`config.mk`:
```
export PLATFORM = sky130hd
export DESIGN_NAME = uart_idle_gap_frame_receiver_top
export DESIGN_NICKNAME = d
export VERILOG_FILES = /design/src/uigfr_pkg.sv /design/src/uigfr_front.sv /design/src/uigfr_cmd_fifo.sv /design/src/uigfr_back.sv /design/src/uart_idle_gap_frame_receiver_top.sv
export SDC_FILE = /design/constraint.sdc
export NUM_CORES = 1
export LEC_CHECK = 0
export ABC_AREA = 1
export BUFFER_PORTS_ARGS = -buffer_cell sky130_fd_sc_hd__buf_2
export CAP_MARGIN = 20
export CELL_PAD_IN_SITES_DETAIL_PLACEMENT = 1
export CELL_PAD_IN_SITES_GLOBAL_PLACEMENT = 1
export CORE_UTILIZATION = 50
export CTS_CLUSTER_SIZE = 14
export DETAILED_ROUTE_END_ITERATION = 10
export PLACE_DENSITY_LB_ADDON = 0.1
export SLEW_MARGIN = 30
export SYNTH_ARGS = -nofsm -noshare
export SYNTH_HDL_FRONTEND = slang
export SYNTH_SLANG_ARGS = --single-unit
```
`constraint.sdc`:
```
create_clock -name clk_i -period 3.74 [get_ports clk_i]
set_clock_uncertainty 0.05 [all_clocks]
set_input_delay 0.748 -clock clk_i [delete_from_list [all_inputs] [get_ports clk_i]]
set_output_delay 0.748 -clock clk_i [all_outputs]
set_load 0.05 [all_outputs]
```
`src/uigfr_pkg.sv`:
```
`timescale 1ns / 1ps
// Package for the idle-gap frame receiver: item codes, register indexes,
// field widths and the delivery command type. Depends on nothing.
package uigfr_pkg;

  localparam int BUFFER_DEPTH_DEF = 64;

  localparam int OP_W      = 2;
  localparam int DATA_W    = 8;
  localparam int IDX_W     = 6;
  localparam int LEN_W     = 7;
  localparam int GAP_W     = 16;
  localparam int CFG_IDX_W = 1;
  localparam int CFG_W     = 16;

  localparam int CMD_FIFO_DEPTH = 2;

  typedef enum logic [OP_W-1:0] {
    OP_BYTE  = 2'd0,
    OP_TICK  = 2'd1,
    OP_FLUSH = 2'd2
  } op_e;

  localparam logic [CFG_IDX_W-1:0] REG_GAP_TICKS   = 1'b0;
  localparam logic [CFG_IDX_W-1:0] REG_PASSTHROUGH = 1'b1;

  localparam logic [GAP_W-1:0] GAP_TICKS_RST = 16'd5;

  // One frame handed from the front to the back for delivery.
  typedef struct packed {
    logic             dropped;
    logic [LEN_W-1:0] length;
  } cmd_t;

  typedef enum logic [1:0] {
    BK_IDLE,
    BK_EMIT,
    BK_DROP
  } bk_state_e;

endpackage

```
`src/uigfr_front.sv`:
```
`timescale 1ns / 1ps
// Front end: accepts items, keeps the frame state, gap counter and config
// registers, writes the frame store and queues deliveries. Uses uigfr_pkg.
module uigfr_front import uigfr_pkg::*; #(
  parameter int BUFFER_DEPTH = BUFFER_DEPTH_DEF,
  localparam int AW = $clog2(BUFFER_DEPTH),
  localparam int CW = $clog2(BUFFER_DEPTH + 1)
) (
  input  logic                 clk_i,
  input  logic                 rst_ni,
  input  logic                 in_valid_i,
  input  logic                 busy_i,
  input  logic [OP_W-1:0]      operation_i,
  input  logic [DATA_W-1:0]    rx_byte_i,
  input  logic                 cfg_we_i,
  input  logic [CFG_IDX_W-1:0] cfg_idx_i,
  input  logic [CFG_W-1:0]     cfg_wdata_i,
  output logic                 wr_en_o,
  output logic [AW-1:0]        wr_addr_o,
  output logic [DATA_W-1:0]    wr_data_o,
  output logic                 push_o,
  output cmd_t                 cmd_o
);

  logic [CW-1:0]    count_q, count_d;
  logic             ovf_q, ovf_d;
  logic             pend_q, pend_d;
  logic [GAP_W-1:0] gap_q, gap_d, gap_dec;
  logic [GAP_W-1:0] gap_ticks_q;
  logic             passthrough_q;
  logic             accept;
  logic             full;

  assign accept  = in_valid_i && !busy_i;
  assign full    = (count_q == CW'(BUFFER_DEPTH));
  assign gap_dec = (gap_q != '0) ? gap_q - GAP_W'(1) : gap_q;

  assign wr_addr_o = count_q[AW-1:0];
  assign wr_data_o = rx_byte_i;
  assign cmd_o.dropped = ovf_q;
  assign cmd_o.length  = LEN_W'(count_q);

  always_comb begin
    count_d = count_q;
    ovf_d   = ovf_q;
    pend_d  = pend_q;
    gap_d   = gap_q;
    wr_en_o = 1'b0;
    push_o  = 1'b0;
    if (accept) begin
      unique case (op_e'(operation_i))
        OP_BYTE: begin
          if (full) begin
            ovf_d = 1'b1;
          end else begin
            wr_en_o = 1'b1;
            count_d = count_q + CW'(1);
          end
          pend_d = 1'b1;
          gap_d  = gap_ticks_q;
        end
        OP_TICK: begin
          gap_d = gap_dec;
          if (gap_dec == '0 && pend_q && !passthrough_q) begin
            // an empty frame without overflow is cleared silently
            push_o  = ovf_q || (count_q != '0);
            count_d = '0;
            ovf_d   = 1'b0;
            pend_d  = 1'b0;
          end
        end
        OP_FLUSH: begin
          count_d = '0;
          ovf_d   = 1'b0;
          pend_d  = 1'b0;
        end
        default: begin
        end
      endcase
    end
  end

  always_ff @(posedge clk_i or negedge rst_ni) begin
    if (!rst_ni) begin
      count_q <= '0;
      ovf_q   <= 1'b0;
      pend_q  <= 1'b0;
      gap_q   <= '0;
    end else begin
      count_q <= count_d;
      ovf_q   <= ovf_d;
      pend_q  <= pend_d;
      gap_q   <= gap_d;
    end
  end

  always_ff @(posedge clk_i or negedge rst_ni) begin
    if (!rst_ni) begin
      gap_ticks_q   <= GAP_TICKS_RST;
      passthrough_q <= 1'b0;
    end else if (cfg_we_i) begin
      unique case (cfg_idx_i)
        REG_GAP_TICKS:   gap_ticks_q   <= cfg_wdata_i;
        REG_PASSTHROUGH: passthrough_q <= cfg_wdata_i[0];
        default: begin
        end
      endcase
    end
  end

endmodule

```
`src/uigfr_cmd_fifo.sv`:
```
`timescale 1ns / 1ps
// Short queue of delivery commands between the front and the back.
// Uses cmd_t from uigfr_pkg.
module uigfr_cmd_fifo import uigfr_pkg::*; (
  input  logic clk_i,
  input  logic rst_ni,
  input  logic push_i,
  input  cmd_t cmd_i,
  input  logic pop_i,
  output logic valid_o,
  output cmd_t cmd_o
);

  localparam int PW = $clog2(CMD_FIFO_DEPTH);
  localparam int NW = $clog2(CMD_FIFO_DEPTH + 1);

  cmd_t          mem_q [CMD_FIFO_DEPTH];
  logic [PW-1:0] wr_ptr_q, rd_ptr_q;
  logic [NW-1:0] fill_q;
  logic          do_push, do_pop;

  assign valid_o = (fill_q != '0);
  assign cmd_o   = mem_q[rd_ptr_q];
  assign do_push = push_i && (fill_q != NW'(CMD_FIFO_DEPTH));
  assign do_pop  = pop_i && valid_o;

  always_ff @(posedge clk_i) begin
    if (do_push) begin
      mem_q[wr_ptr_q] <= cmd_i;
    end
  end

  always_ff @(posedge clk_i or negedge rst_ni) begin
    if (!rst_ni) begin
      wr_ptr_q <= '0;
      rd_ptr_q <= '0;
      fill_q   <= '0;
    end else begin
      if (do_push) begin
        wr_ptr_q <= (wr_ptr_q == PW'(CMD_FIFO_DEPTH - 1)) ? '0 : wr_ptr_q + PW'(1);
      end
      if (do_pop) begin
        rd_ptr_q <= (rd_ptr_q == PW'(CMD_FIFO_DEPTH - 1)) ? '0 : rd_ptr_q + PW'(1);
      end
      if (do_push && !do_pop) begin
        fill_q <= fill_q + NW'(1);
      end else if (do_pop && !do_push) begin
        fill_q <= fill_q - NW'(1);
      end
    end
  end

endmodule

```
`src/uigfr_back.sv`:
```
`timescale 1ns / 1ps
// Back end: holds the frame store and plays a queued frame out, one result a
// cycle while out_stall_i is low, through a registered output. Uses uigfr_pkg.
module uigfr_back import uigfr_pkg::*; #(
  parameter int BUFFER_DEPTH = BUFFER_DEPTH_DEF,
  localparam int AW = $clog2(BUFFER_DEPTH)
) (
  input  logic              clk_i,
  input  logic              rst_ni,
  input  logic              wr_en_i,
  input  logic [AW-1:0]     wr_addr_i,
  input  logic [DATA_W-1:0] wr_data_i,
  input  logic              cmd_valid_i,
  input  cmd_t              cmd_i,
  output logic              pop_o,
  output logic              busy_o,
  output logic              out_valid_o,
  input  logic              out_stall_i,
  output logic [DATA_W-1:0] frame_byte_o,
  output logic [IDX_W-1:0]  byte_index_o,
  output logic [LEN_W-1:0]  frame_length_o,
  output logic              dropped_o,
  output logic              last_o
);

  logic [DATA_W-1:0] mem_q [BUFFER_DEPTH];
  logic [DATA_W-1:0] rdata_q;
  logic              rd_en;
  logic [AW-1:0]     rd_addr;

  bk_state_e         state_q, state_d;
  logic [AW-1:0]     idx_q, idx_d;
  logic [LEN_W-1:0]  len_q, len_d;
  logic              is_last;

  always_ff @(posedge clk_i) begin
    if (wr_en_i) begin
      mem_q[wr_addr_i] <= wr_data_i;
    end
  end

  always_ff @(posedge clk_i) begin
    if (rd_en) begin
      rdata_q <= mem_q[rd_addr];
    end
  end

  assign is_last = (LEN_W'(idx_q) + LEN_W'(1) == len_q);

  always_comb begin
    state_d = state_q;
    idx_d   = idx_q;
    len_d   = len_q;
    pop_o   = 1'b0;
    rd_en   = 1'b0;
    rd_addr = idx_q;
    unique case (state_q)
      BK_IDLE: begin
        if (cmd_valid_i) begin
          pop_o = 1'b1;
          len_d = cmd_i.length;
          if (cmd_i.dropped) begin
            state_d = BK_DROP;
          end else if (cmd_i.length != '0) begin
            rd_en   = 1'b1;
            rd_addr = '0;
            idx_d   = '0;
            state_d = BK_EMIT;
          end
        end
      end
      BK_EMIT: begin
        if (!out_stall_i) begin
          if (is_last) begin
            state_d = BK_IDLE;
          end else begin
            // fetch the next byte as this one leaves
            rd_en   = 1'b1;
            rd_addr = idx_q + AW'(1);
            idx_d   = idx_q + AW'(1);
          end
        end
      end
      BK_DROP: begin
        if (!out_stall_i) begin
          state_d = BK_IDLE;
        end
      end
      default: begin
        state_d = BK_IDLE;
      end
    endcase
  end

  always_ff @(posedge clk_i or negedge rst_ni) begin
    if (!rst_ni) begin
      state_q <= BK_IDLE;
      idx_q   <= '0;
      len_q   <= '0;
    end else begin
      state_q <= state_d;
      idx_q   <= idx_d;
      len_q   <= len_d;
    end
  end

  assign busy_o         = (state_q != BK_IDLE);
  assign out_valid_o    = (state_q != BK_IDLE);
  assign frame_byte_o   = (state_q == BK_EMIT) ? rdata_q : '0;
  assign byte_index_o   = (state_q == BK_EMIT) ? IDX_W'(idx_q) : '0;
  assign frame_length_o = len_q;
  assign dropped_o      = (state_q == BK_DROP);
  assign last_o         = (state_q == BK_DROP) || ((state_q == BK_EMIT) && is_last);

endmodule

```
`src/uart_idle_gap_frame_receiver_top.sv`:
```
`timescale 1ns / 1ps
// Idle-gap frame receiver: gathers received UART bytes into a frame that closes
// once gap_ticks tick items (at least one) pass with no new byte, then plays it out.
// Input items (operation_i: byte, tick or flush) are taken one per cycle
// while no delivery is outstanding. A tick that closes a frame queues a
// delivery; from the next cycle in_stall_o stays high until the frame is
// played out: one result per stored byte, or a single dropped result for a
// frame that overflowed. The frame store has a single read port, read once
// per result. A frame holds at most BUFFER_DEPTH bytes; later bytes mark it
// as overflowed. Registers: index 0 gap_ticks (reset 5), index 1 passthrough
// (reset 0, holds frames back while set). Write them only while idle.
// Depends on uigfr_pkg and the front, queue and back modules.
module uart_idle_gap_frame_receiver_top import uigfr_pkg::*; #(
  parameter int BUFFER_DEPTH = BUFFER_DEPTH_DEF
) (
  input  logic                 clk_i,
  input  logic                 rst_ni,
  input  logic                 in_valid_i,
  output logic                 in_stall_o,
  input  logic [OP_W-1:0]      operation_i,
  input  logic [DATA_W-1:0]    rx_byte_i,
  output logic                 out_valid_o,
  input  logic                 out_stall_i,
  output logic [DATA_W-1:0]    frame_byte_o,
  output logic [IDX_W-1:0]     byte_index_o,
  output logic [LEN_W-1:0]     frame_length_o,
  output logic                 dropped_o,
  output logic                 last_o,
  input  logic                 cfg_we_i,
  input  logic [CFG_IDX_W-1:0] cfg_idx_i,
  input  logic [CFG_W-1:0]     cfg_wdata_i
);

  localparam int AW = $clog2(BUFFER_DEPTH);

  logic              wr_en;
  logic [AW-1:0]     wr_addr;
  logic [DATA_W-1:0] wr_data;
  logic              push, pop, cmd_valid, back_busy, busy;
  cmd_t              push_cmd, head_cmd;

  // Hold input while a frame is queued or being played out: the store is
  // shared, so new bytes must not overwrite a frame still being read.
  assign busy       = cmd_valid || back_busy;
  assign in_stall_o = busy;

  uigfr_front #(
    .BUFFER_DEPTH(BUFFER_DEPTH)
  ) u_front (
    .clk_i       (clk_i),
    .rst_ni      (rst_ni),
    .in_valid_i  (in_valid_i),
    .busy_i      (busy),
    .operation_i (operation_i),
    .rx_byte_i   (rx_byte_i),
    .cfg_we_i    (cfg_we_i),
    .cfg_idx_i   (cfg_idx_i),
    .cfg_wdata_i (cfg_wdata_i),
    .wr_en_o     (wr_en),
    .wr_addr_o   (wr_addr),
    .wr_data_o   (wr_data),
    .push_o      (push),
    .cmd_o       (push_cmd)
  );

  uigfr_cmd_fifo u_cmd_fifo (
    .clk_i   (clk_i),
    .rst_ni  (rst_ni),
    .push_i  (push),
    .cmd_i   (push_cmd),
    .pop_i   (pop),
    .valid_o (cmd_valid),
    .cmd_o   (head_cmd)
  );

  uigfr_back #(
    .BUFFER_DEPTH(BUFFER_DEPTH)
  ) u_back (
    .clk_i          (clk_i),
    .rst_ni         (rst_ni),
    .wr_en_i        (wr_en),
    .wr_addr_i      (wr_addr),
    .wr_data_i      (wr_data),
    .cmd_valid_i    (cmd_valid),
    .cmd_i          (head_cmd),
    .pop_o          (pop),
    .busy_o         (back_busy),
    .out_valid_o    (out_valid_o),
    .out_stall_i    (out_stall_i),
    .frame_byte_o   (frame_byte_o),
    .byte_index_o   (byte_index_o),
    .frame_length_o (frame_length_o),
    .dropped_o      (dropped_o),
    .last_o         (last_o)
  );

  // Results only appear while input is held back.
  assert property (@(posedge clk_i) disable iff (!rst_ni)
    out_valid_o |-> in_stall_o)
    else $error("result offered while input open");

  // A dropped frame is one final result for a full store.
  assert property (@(posedge clk_i) disable iff (!rst_ni)
    (out_valid_o && dropped_o) |->
      (last_o && frame_length_o == LEN_W'(BUFFER_DEPTH) && frame_byte_o == '0))
    else $error("malformed dropped result");

  // Byte positions stay inside the frame.
  assert property (@(posedge clk_i) disable iff (!rst_ni)
    (out_valid_o && !dropped_o) |-> (LEN_W'(byte_index_o) < frame_length_o))
    else $error("byte index beyond frame length");

  // Until the last result is taken, the next cycle still offers a byte of the same frame.
  assert property (@(posedge clk_i) disable iff (!rst_ni)
    (out_valid_o && !out_stall_i && !last_o) |=> (out_valid_o && !dropped_o))
    else $error("frame cut short");

endmodule

```
==> impl_metrics.xml <==
<?xml version="1.0" encoding="UTF-8"?>
<metrics>
  <group name="synthesis">
    <metric name="netlist_area" unit="µm²">26270</metric>
    <metric name="postSynthAreaPerCell" unit="µm²">10.11</metric>
    <metric name="synth-edff-count" unit="">536</metric>
    <metric name="post_syn_instances" unit="">2598</metric>
    <metric name="ys_async_sr_fraction" unit="">0.1022</metric>
    <metric name="synth_ff_type" unit="">sky130_fd_sc_hd__edfxtp_1</metric>
    <metric name="syn_nets" unit="">2638</metric>
    <metric name="ys_ff_latch" unit="">597</metric>
    <metric name="synth.yosys.seq_area_share" unit="">0.6708</metric>
    <metric name="synth.distinct_cells" unit="">44</metric>
    <metric name="yosys_warnings" unit="">0</metric>
  </group>
  <group name="cts">
    <metric name="cts.sink_count" unit="">597</metric>
    <metric name="clk-insertion-delay-late" unit="ns">0.62</metric>
    <metric name="cts_made_buffers" unit="">66</metric>
    <metric name="clock_tree.htree_level_count" unit="">3</metric>
    <metric name="cts_root_buffer" unit="">sky130_fd_sc_hd__clkbuf_16</metric>
    <metric name="clk_path_buf_depth" unit="">3</metric>
    <metric name="clkSlewWorstSetupHoldPaths" unit="ns">0.06</metric>
    <metric name="cts_hold_buf" unit="">0</metric>
    <metric name="tritoncts" unit="">done</metric>
  </group>
  <group name="global_route">
    <metric name="globalRouteTotalUtil" unit="">0.3045</metric>
    <metric name="grt_pass1_vias" unit="">20340</metric>
    <metric name="grt_pass1_wl" unit="µm">122000</metric>
    <metric name="grt_max_degree" unit="">78</metric>
    <metric name="grt_overflow_total" unit="">0</metric>
    <metric name="grt_antenna_before_repair" unit="">1</metric>
  </group>
  <group name="floorplanning">
    <metric name="start_util" unit="">0.5091</metric>
    <metric name="core_area" unit="µm²">51610</metric>
    <metric name="design.portCount" unit="">57</metric>
    <metric name="die-height" unit="µm">231.2</metric>
    <metric name="rows" unit="">83</metric>
    <metric name="dieArea" unit="µm²">53470</metric>
    <metric name="die_width" unit="µm">231.2</metric>
  </group>
  <group name="critical_path">
    <metric name="crit_path_buffers_inverters" unit="">4</metric>
    <metric name="r2r_start" unit="">u_back.idx_q[0]</metric>
    <metric name="crit_slowest_cell" unit="">sky130_fd_sc_hd__dfrtp_1</metric>
    <metric name="critPathArrivalTime" unit="ns">3.87</metric>
    <metric name="timing.critical_path.slowest_cell_delay" unit="ns">0.40</metric>
    <metric name="regToRegEndpoint" unit="">u_back.rdata_q[0]</metric>
    <metric name="r2r_setup_slack" unit="ns">0.18</metric>
    <metric name="cp_cell_sequence" unit="">inv_1 -&gt; nor2_1 -&gt; nand2_1 -&gt; nand2_1 -&gt; nand2_1 -&gt; nand2_1 -&gt; nor2_2 -&gt; nand2_4 -&gt; nand3_2 -&gt; inv_1 -&gt; o21ai_0 -&gt; nand2_1 -&gt; nand2_4 -&gt; inv_2 -&gt; buf_12 -&gt; nand3_1 -&gt; nand3_1 -&gt; nand3_1 -&gt; nand3_1 -&gt; nand2_1</metric>
    <metric name="crit_top_cell" unit="">sky130_fd_sc_hd__nand2_1</metric>
    <metric name="r2r.worst_path.cells" unit="">20</metric>
    <metric name="cp_data_required_time" unit="ns">4.05</metric>
    <metric name="worst_setup_path_end_kind" unit="">register</metric>
    <metric name="timing.critical_path.fanout_max" unit="">24</metric>
    <metric name="critPathKind" unit="">reg2reg</metric>
    <metric name="crit_path_start_kind" unit="">register</metric>
    <metric name="critical-path-top-delay-family" unit="">simple AND/OR/NAND/NOR gates</metric>
  </group>
  <group name="route">
    <metric name="post_dr_vias_cell" unit="">5.720</metric>
    <metric name="detailroute.via_count" unit="">19770</metric>
    <metric name="first_pass_iters" unit="">7</metric>
    <metric name="drt-total-wl" unit="µm">82150</metric>
    <metric name="drt-wirelength-per-cell" unit="µm">23.77</metric>
    <metric name="antenna_left" unit="">0</metric>
    <metric name="drc_errors" unit="">0</metric>
    <metric name="dr.first_iter.drc_count" unit="">1775</metric>
  </group>
  <group name="run">
    <metric name="max_cap_viol_count" unit="">0</metric>
  </group>
  <group name="placement">
    <metric name="io_buffers" unit="">56</metric>
    <metric name="detailed_place_hpwl" unit="µm">50720</metric>
    <metric name="routabilityCongestion" unit="">0.8751</metric>
    <metric name="place_area" unit="µm²">27920</metric>
    <metric name="placed_cells_incl_taps" unit="">3328</metric>
  </group>
  <group name="timing">
    <metric name="post-route-min-period" unit="ns">3.557</metric>
    <metric name="period_share" unit="">0.9510</metric>
    <metric name="setup_violations" unit="">0</metric>
    <metric name="worst_slew_pin_slew" unit="ns">1.018</metric>
    <metric name="slew_violations" unit="">0</metric>
    <metric name="relSlewSlack" unit="">0.3216</metric>
    <metric name="finalHoldViolations" unit="">0</metric>
    <metric name="achievable-frequency" unit="MHz">281.2</metric>
  </group>
  <group name="hold_path">
    <metric name="timing.hold.worst.class" unit="">in2async</metric>
  </group>
  <group name="layout">
    <metric name="growth_of_design_area_from_synthesis_to_finish" unit="%">15.02</metric>
    <metric name="final-instance-count-excl-fill" unit="">3456</metric>
    <metric name="final_instance_area" unit="µm²">30220</metric>
    <metric name="final_layout_size_suffix_gt1_frac" unit="">0.1124</metric>
    <metric name="final_nets" unit="">2765</metric>
    <metric name="antenna-diode-count" unit="">0</metric>
  </group>
  <group name="power_and_ir_drop">
    <metric name="pwr_density_cell" unit="nW/µm²">864.5</metric>
    <metric name="power.static_leakage" unit="µW">0.01242</metric>
    <metric name="vdd_drop_max" unit="mV">0.7936</metric>
  </group>
  <group name="run_status">
    <metric name="outcome" unit="">complete, no violations</metric>
  </group>
</metrics>
synth_stat cells, drive strengths merged (4+ instances only):
cell type | number | share of area
ha | 8 | 0.0038
buf | 91 | 0.020
dfrtp | 59 | 0.056
inv | 158 | 0.023
nor2 | 141 | 0.021
clkbuf | 36 | 0.0051
clkinv | 4 | 0.00062
nor3 | 7 | 0.0015
edfxtp | 536 | 0.61
o21ai | 60 | 0.012
or2 | 6 | 0.0014
xor2 | 12 | 0.0040
a31oi | 8 | 0.0021
nand4 | 11 | 0.0026
nand2 | 1038 | 0.15
nand3 | 371 | 0.071
a21oi | 29 | 0.0057
sequential cells by signal, summed over array words and instances, names as in the netlist, 6 cells and up:
signal                 cells
u_back.mem_q             512
u_cmd_fifo.mem_q          16
u_front.gap_q             16
u_front.gap_ticks_q       16
u_back.rdata_q             8
u_back.frame_length_o      7
u_front.count_q            7
u_back.idx_q               6
how the worst max path moves through the flow:
stage                             start                 to  slack [ns]  cells after the start
floorplan               u_back.idx_q[1]             last_o        0.57                     10
global placement        u_back.idx_q[2]  u_back.rdata_q[0]        0.26                     20
detailed placement  u_cmd_fifo.rd_ptr_q  u_back.rdata_q[0]        0.16                     19
CTS                 u_cmd_fifo.rd_ptr_q  u_back.rdata_q[0]        0.12                     19
global route            u_back.idx_q[1]  u_back.rdata_q[4]    -0.00005                     21
finish                  u_back.idx_q[0]  u_back.rdata_q[0]        0.18                     20
kinds of logic after synthesis:
kind of cell / share of synthesized area
buf+inv: 0.04805
xor+xnor: 0.005000
simple gates: 0.2482
mux: 0.001286
fa+ha+maj: 0.003810
compound gates: 0.02286
flops: 0.6708
layout by cell type (no fill, tap or decap), types with 16 or more instances in the layout:
cell / count
sky130_fd_sc_hd__a21oi_1: 28
sky130_fd_sc_hd__clkbuf_1: 19
sky130_fd_sc_hd__buf_12: 16
sky130_fd_sc_hd__clkinv_1: 18
sky130_fd_sc_hd__nor2_1: 137
sky130_fd_sc_hd__nand2_1: 1029
sky130_fd_sc_hd__buf_4: 105
sky130_fd_sc_hd__inv_1: 154
sky130_fd_sc_hd__o21ai_0: 48
sky130_fd_sc_hd__clkbuf_16: 73
sky130_fd_sc_hd__dfrtp_1: 58
sky130_fd_sc_hd__nand3_1: 368
sky130_fd_sc_hd__edfxtp_1: 536
sky130_fd_sc_hd__buf_2: 55
power breakdown:
part / switching, µW / internal (µW)
logic: 8440 / 3340
clock network: 2650 / 3760
registers: 304 / 7630
repair_timing:
| action | 4_1_cts | 5_1_grt |
|---|---|---|
| hold endpoints to repair | 0 | 0 |
| setup endpoints to repair | 0 | 9 |
| setup buffers | 0 | 3 |
| resized for setup | 0 | 12 |
routing by layer:
layer  wire length, µm  track usage  up-vias
met4              2675       0.1016        4
met3              5296      0.04958      176
met5                78            0        -
li1                  -            -     8940
met2             39440       0.5006      676
met1             34670       0.4122     9974
cell type report:
| cell class | count | area, µm² |
|---|---|---|
| fillers | 5588 | 21390 |
| inverters | 162 | 610.6 |
| multi-input cells | 1714 | 7468 |
| clock buffers | 90 | 1826 |
| repair buffers | 184 | 1578 |
| flip-flops and latches | 597 | 17630 |
| well taps | 680 | 850.8 |
| clock inverters | 29 | 262.8 |
per-stage QoR:
stage | total power (µW) | utilization | setup TNS, ns | hold WS, ns | setup WS [ns]
2_1_floorplan | 15130 | - | 0 | 0.3902 | 0.5687
3_3_place_gp | 18870 | 0.5408 | 0 | 0.4243 | 0.2559
3_5_place_dp | 19160 | 0.5409 | 0 | 0.4262 | 0.1585
4_1_cts | 25630 | 0.5813 | 0 | 0.1262 | 0.1222
5_1_grt | 27340 | 0.5855 | -0.00004530 | 0.1714 | -0.00004530
6_report | 26130 | 0.5855 | 0 | 0.1213 | 0.1834
Note: power is estimated with default switching activity, not from simulation.
